<file path="src/fixed_vector_dot_cross_quick_mag_unit_assert.svh">
// ----------------------------------------------------------------------------
// fixed_vector_dot_cross_quick_mag_unit_assert.svh
// Assertion macros used by the vector ALU top level.
// ----------------------------------------------------------------------------
`ifndef FIXED_VECTOR_DOT_CROSS_QUICK_MAG_UNIT_ASSERT_SVH
`define FIXED_VECTOR_DOT_CROSS_QUICK_MAG_UNIT_ASSERT_SVH

// same-cycle implication, clocked on i_clk, quiet during reset
`define FVDCQ_ASSERT_IMPL(lbl, ante, cons, msg) \
    lbl: assert property (@(posedge i_clk) disable iff (!i_rst_n) \
        (ante) |-> (cons)) else $error(msg);

// next-cycle implication
`define FVDCQ_ASSERT_NEXT(lbl, ante, cons, msg) \
    lbl: assert property (@(posedge i_clk) disable iff (!i_rst_n) \
        (ante) |=> (cons)) else $error(msg);

`endif

</file>
<file path="src/fvdcq_pkg.sv">
// ----------------------------------------------------------------------------
// fvdcq_pkg
// Types, constants and helpers for the 16.16 fixed-point vector ALU.
// ----------------------------------------------------------------------------
`default_nettype none

package fvdcq_pkg;

    localparam int unsigned DATA_W     = 32;
    localparam int unsigned PROD_W     = 2 * DATA_W;
    localparam int unsigned FRAC_W     = 16;
    localparam int unsigned SAT_MID    = FRAC_W + DATA_W - 1;
    localparam int unsigned N_LANES    = 3;
    localparam int unsigned PIPE_DEPTH = 5;

    typedef logic [1:0]                t_op;
    typedef logic signed [DATA_W-1:0]  t_word;
    typedef logic signed [PROD_W-1:0]  t_prod;

    localparam t_op OP_DOT   = 2'd0;
    localparam t_op OP_CROSS = 2'd1;
    localparam t_op OP_MAG   = 2'd2;
    localparam t_op OP_DIST  = 2'd3;

    localparam t_word SAT_POS = 32'sh7FFF_FFFF;
    localparam t_word SAT_NEG = 32'sh8000_0001;

    typedef struct packed {
        t_op   op;
        t_word a_x;
        t_word a_y;
        t_word a_z;
        t_word b_x;
        t_word b_y;
        t_word b_z;
    } t_in_beat;

    typedef struct packed {
        t_word r_x;
        t_word r_y;
        t_word r_z;
    } t_out_beat;

    typedef struct packed {
        logic ld_mul;
        logic ld_sum;
    } t_lane_ctl;

    typedef struct packed {
        logic ld_c;
        logic ld_d;
        logic ld_e;
        t_op  op_c;
        t_op  op_d;
        t_op  op_e;
    } t_merge_ctl;

    // bits 47:16, clamped when the top bit and bit 47 disagree
    function automatic t_word sat_mid(input t_prod q);
        t_word res;
        if (q[PROD_W-1] != q[SAT_MID]) begin
            res = q[PROD_W-1] ? SAT_NEG : SAT_POS;
        end else begin
            res = t_word'(q[SAT_MID:FRAC_W]);
        end
        return res;
    endfunction

endpackage

`default_nettype wire

</file>
<file path="src/fvdcq_merge.sv">
// ----------------------------------------------------------------------------
// fvdcq_merge
// Combines the lane results: dot sum and clamp, cross clamp, and the
// sort and shift-add of the quick magnitude. Three register stages.
// ----------------------------------------------------------------------------
`default_nettype none

module fvdcq_merge (
    input  logic                   i_clk,
    input  fvdcq_pkg::t_merge_ctl  i_ctl,
    input  fvdcq_pkg::t_prod       i_sum [fvdcq_pkg::N_LANES],
    input  fvdcq_pkg::t_word       i_abs [fvdcq_pkg::N_LANES],
    output fvdcq_pkg::t_out_beat   o_data
);
    import fvdcq_pkg::*;

    t_prod r_c_t;
    t_prod r_c_s2;
    t_word r_c_v [N_LANES];
    t_word r_d_v [N_LANES];
    t_word r_x;
    t_word r_y;
    t_word r_z;

    t_word s_hi;
    t_word s_md;
    t_word s_lo;
    t_prod q_dot;
    t_word bc;

    // three-element sort, signed compare
    always_comb begin
        t_word t;
        t    = '0;
        s_hi = i_abs[0];
        s_md = i_abs[1];
        s_lo = i_abs[2];
        if (s_hi < s_md) begin
            t = s_hi; s_hi = s_md; s_md = t;
        end
        if (s_md < s_lo) begin
            t = s_md; s_md = s_lo; s_lo = t;
            if (s_hi < s_md) begin
                t = s_hi; s_hi = s_md; s_md = t;
            end
        end
    end

    assign q_dot = r_c_t + r_c_s2;
    assign bc    = (r_c_v[1] >>> 2) + (r_c_v[2] >>> 3);

    always_ff @(posedge i_clk) begin
        if (i_ctl.ld_c) begin
            r_c_t  <= i_sum[0] + i_sum[1];
            r_c_s2 <= i_sum[2];
            if (i_ctl.op_c == OP_CROSS) begin
                for (int k = 0; k < N_LANES; k++) begin
                    r_c_v[k] <= sat_mid(i_sum[k]);
                end
            end else begin
                r_c_v[0] <= s_hi;
                r_c_v[1] <= s_md;
                r_c_v[2] <= s_lo;
            end
        end
        if (i_ctl.ld_d) begin
            case (i_ctl.op_d)
                OP_DOT: begin
                    r_d_v[0] <= sat_mid(q_dot);
                    r_d_v[1] <= '0;
                    r_d_v[2] <= '0;
                end
                OP_CROSS: begin
                    r_d_v <= r_c_v;
                end
                default: begin
                    r_d_v[0] <= r_c_v[0];
                    r_d_v[1] <= bc;
                    r_d_v[2] <= '0;
                end
            endcase
        end
        if (i_ctl.ld_e) begin
            if (i_ctl.op_e inside {OP_MAG, OP_DIST}) begin
                r_x <= r_d_v[0] + r_d_v[1] + (r_d_v[1] >>> 1);
                r_y <= '0;
                r_z <= '0;
            end else begin
                r_x <= r_d_v[0];
                r_y <= r_d_v[1];
                r_z <= r_d_v[2];
            end
        end
    end

    assign o_data = '{r_x: r_x, r_y: r_y, r_z: r_z};

endmodule

`default_nettype wire

</file>
<file path="config.mk">
export PLATFORM = sky130hd
export DESIGN_NAME = fvdcq_merge
export DESIGN_NICKNAME = d
export VERILOG_FILES = /design/src/fixed_vector_dot_cross_quick_mag_unit_assert.svh /design/src/fvdcq_pkg.sv /design/src/fvdcq_merge.sv
export SDC_FILE = /design/constraint.sdc
export NUM_CORES = 1
export LEC_CHECK = 0
export BUFFER_PORTS_ARGS = -buffer_cell sky130_fd_sc_hd__buf_2
export CAP_MARGIN = 15
export CELL_PAD_IN_SITES_DETAIL_PLACEMENT = 1
export CELL_PAD_IN_SITES_GLOBAL_PLACEMENT = 2
export CORE_AREA = 5 5 285 287
export CTS_CLUSTER_DIAMETER = 50
export DETAILED_ROUTE_END_ITERATION = 10
export DIE_AREA = 0 0 290 292
export PLACE_DENSITY = 0.83
export SYNTH_ARGS = -nofsm -noshare
export SYNTH_HDL_FRONTEND = slang
export SYNTH_SLANG_ARGS = --single-unit
export TNS_END_PERCENT = 50
</file>
<file path="constraint.sdc">
create_clock -name i_clk -period 5.65 [get_ports i_clk]
set_input_delay 0.2825 -clock i_clk [delete_from_list [all_inputs] [get_ports i_clk]]
set_output_delay 0.2825 -clock i_clk [all_outputs]
set_load 0.02 [all_outputs]
</file>
==> metrics.txt <==
status=finished clean; Synth cell types=76; pin count of the biggest net entering global routing=120; Internal=8.652 mW; die width=290 um; multi-input logic area=0.01603 mm2; clk slew on worst S/H paths=0.06 ns; ys flop type=edfxtp_1; final worst slack=0.3482 ns; post-synthesis mux area share=5.364%; most common cell after layout, fill and taps aside=edfxtp_1; I/O Buffers=392; Layout Skew=0.02244 ns; Util after Layout=45.51%; Die Ht=292 um; final global-route overflow total=0; pwr/cell area=391.2 mW/mm2; R2R cell count=12; register area=0.01249 mm2; switching power share of the total=37.98%; R2R Setup Slk=1.22 ns; core area=0.07836 mm2; P_leak=15.12 nW; fill count=8810; Final Hold Fails=0; Slew @ Worst Pin=1.027 ns; Post-Synth XOR/XNOR Area=4.067%; DRC viols=0; worst path arrival time=5.62 ns; nets=3970; GRT Overall Usage=24.98%; Async SR Flop Fraction=0%; setup slack at placement=-0.3034 ns; Initial Util=37.54%; Inserted Clock Buffers=50; Routed WL per cell=24.68 um; Synth Cell Area=0.02941 mm2; CTS root buf=clkbuf_16; largest family of logic cells by synthesized area=compound AO/OA/AOI/OAI gates; total number of vias=25280; Hold Crit Class=in -> reg; total power=13.95 mW; postcts setup bufs=0; CP required=5.97 ns; clock network fraction of design power=24.0%; CTS tree=done; reg-to-reg endpoint=r_x[30]$_DFFE_PP_; Post-synth EDFFs=416; most frequent cells in the layout=416 x edfxtp_1, 388 x buf_2, 284 x ha_1, 254 x a21oi_1, 203 x o21ai_0; drt pass-1 iters=5; switching power=5.298 mW; yosys warns=0; register bit total from synthesis=416; H-tree Lvls=2; Final period util=93.84%; Avg Cell Area, Syn=10.31 um2; MaxCap Viol Count=0; # IOs=394; vias per cell=5.666; sequential fraction of design power=33.0%; Row Count=103; register area share after synthesis=42.47%; Post-Route WL=110100 um; Max Slew Vio Count=0; Adder-Cell Fraction of Synth Area=14.40%; Post-Synth Simple-Gate Area=12.27%; first-pass GRT wire length=165200 um; Worst setup EP type=register; clk buf depth=3; DR iter-0 viols=2261; peak supply drop=0.2352 mV; number of global-route vias before repair=26750; Hold Startpoint=i_ctl[7]; hpwl dp=89220 um; Worst slew margin=31.27%; syn_nets=3470; Compound-Gate Fraction of Synth Area=18.18%; combinational share of power=43.0%; antenna violations before repair=21; setup violators final=0; Hold Crit Endpoint=r_d_v[26]$_DFFE_PP_; Max Fanout on Critical Path=23; share of cells above drive strength 1=19.49%; post-layout min period=5.302 ns; Die ar.=0.08468 mm2; Cells after Synth=2854; area grow syn2layout=21.24%; final estimated routing congestion in global placement=0.9559; antenna viol nets, final=0; kind of critical path=in -> reg; CTS Sinks=416; Max Clock Freq=188.6 MHz; hold path cells=1; CP Launch Type=primary input; reg2reg start=r_d_v[38]$_DFFE_PP_; later-pin clock latency in the skew report=0.60 ns
==> worst max-delay path, stage by stage <==
cell	delay, ns
buf_2	0.09
inv_1	0.05
ha_1	0.31
a211o_1	0.26
a31oi_1	0.20
o311a_1	0.20
o31ai_1	0.08
buf_4	0.17
a21oi_2	0.22
mux2i_4	0.37
buf_12	0.20
mux2_2	0.37
ha_1	0.30
a21oi_1	0.14
nor4_1	0.08
a2111oi_1	0.37
o21ai_0	0.22
o22a_1	0.28
a211oi_1	0.25
nand2_1	0.16
o31ai_4	0.21
buf_4	0.18
buf_12	0.14
mux2i_1	0.35
mux2i_1	0.13
==> routing by layer <==
layer | share of wire [%] | vias up | GRT usage (%)
met5 | 0.035 | - | 0
met1 | 46 | 12510 | 35.73
met2 | 46 | 879 | 40.21
met3 | 6.0 | 151 | 3.301
li1 | - | 11740 | -
met4 | 2.5 | 6 | 6.667
==> power by group through the flow <==
stage / Sequential, mW / Clock, mW / Combinational (mW)
after floorplan: 4.60 / 0 / 3.83
after global placement: 4.65 / 0 / 5.58
after detailed placement: 4.66 / 0 / 5.86
after CTS: 4.60 / 3.41 / 5.95
after global routing: 4.65 / 3.55 / 6.59
final: 4.61 / 3.35 / 6.00
==> Yosys cell counts (37+ instances only) <==
library cell / instances / area, um2
nand3_1: 52 / 260.3
a31oi_1: 45 / 281.5
and2_1: 41 / 256.5
a21o_1: 102 / 765.7
edfxtp_1: 416 / 12490
nand2_1: 191 / 716.9
clkbuf_1: 92 / 345.3
nor2_1: 181 / 679.4
nor2b_1: 88 / 550.5
mux2_2: 53 / 596.8
inv_1: 130 / 488.0
a21oi_1: 254 / 1271
nand4_1: 37 / 231.5
mux2i_1: 98 / 980.9
a211oi_1: 53 / 397.9
o21ai_0: 204 / 1021
ha_1: 284 / 3553
xor2_1: 44 / 385.4
xnor2_1: 90 / 788.3
==> cells by family (layout without fill, tap and decap cells) <==
logic type / count (synthesis) / in the layout
adder cells (fa/ha/maj): 318 / 318
flip-flops: 416 / 416
AO/OA/AOI/OAI: 853 / 853
XOR/XNOR: 135 / 135
multiplexers: 151 / 151
buffers and inverters: 246 / 788
AND/OR/NAND/NOR: 735 / 735
other: 0 / 16
==> area by class of cell <==
type / instances / area share, %
diodes: 16 / 0.1123
clock buffers: 55 / 3.740
clock inverters: 39 / 1.123
inverters: 131 / 1.379
multi-input cells: 2192 / 44.94
flip-flops and latches: 416 / 35.03
well taps: 1050 / 3.684
repair buffers: 563 / 9.996
==> timing repair <==
action / in CTS / in global routing
endpoints found under the setup margin: 0 / 25
hold endpoints to repair: 65 / 0
hold buffers: 66 / 0
resized for setup: 0 / 3
==> per-stage QoR <==
step	area [um2]	hold slack (ns)	setup TNS (ns)	instances
floorplan	29410	0.3814	0	2854
global placement	33200	0.4591	-2.668	4285
detailed placement	33200	0.4609	-15.98	4285
CTS	35590	0.05422	0	4445
global route	35650	0.06955	-0.2511	4459
finish	35660	0.08836	0	4462
==> worst max-delay path by stage <==
stage              start                  end  slack, ns
2_1_floorplan  i_abs[34]  r_c_v[10]$_DFFE_PP_       0.45
3_3_place_gp   i_abs[34]   r_c_v[5]$_DFFE_PP_      -0.15
3_5_place_dp   i_abs[34]   r_c_v[6]$_DFFE_PP_      -0.30
4_1_cts        i_abs[34]   r_c_v[6]$_DFFE_PP_       0.34
5_1_grt        i_abs[34]  r_c_v[77]$_DFFE_PP_      -0.06
6_report       i_abs[34]  r_c_v[11]$_DFFE_PP_       0.35
==> registers in the layout (all words and copies together), names as in the netlist <==
register and count:
r_c_t 64, r_x 32, r_c_s2 64, r_y 32
r_z 32, r_c_v 96, r_d_v 96
Note: power is estimated with default switching activity, not from simulation.
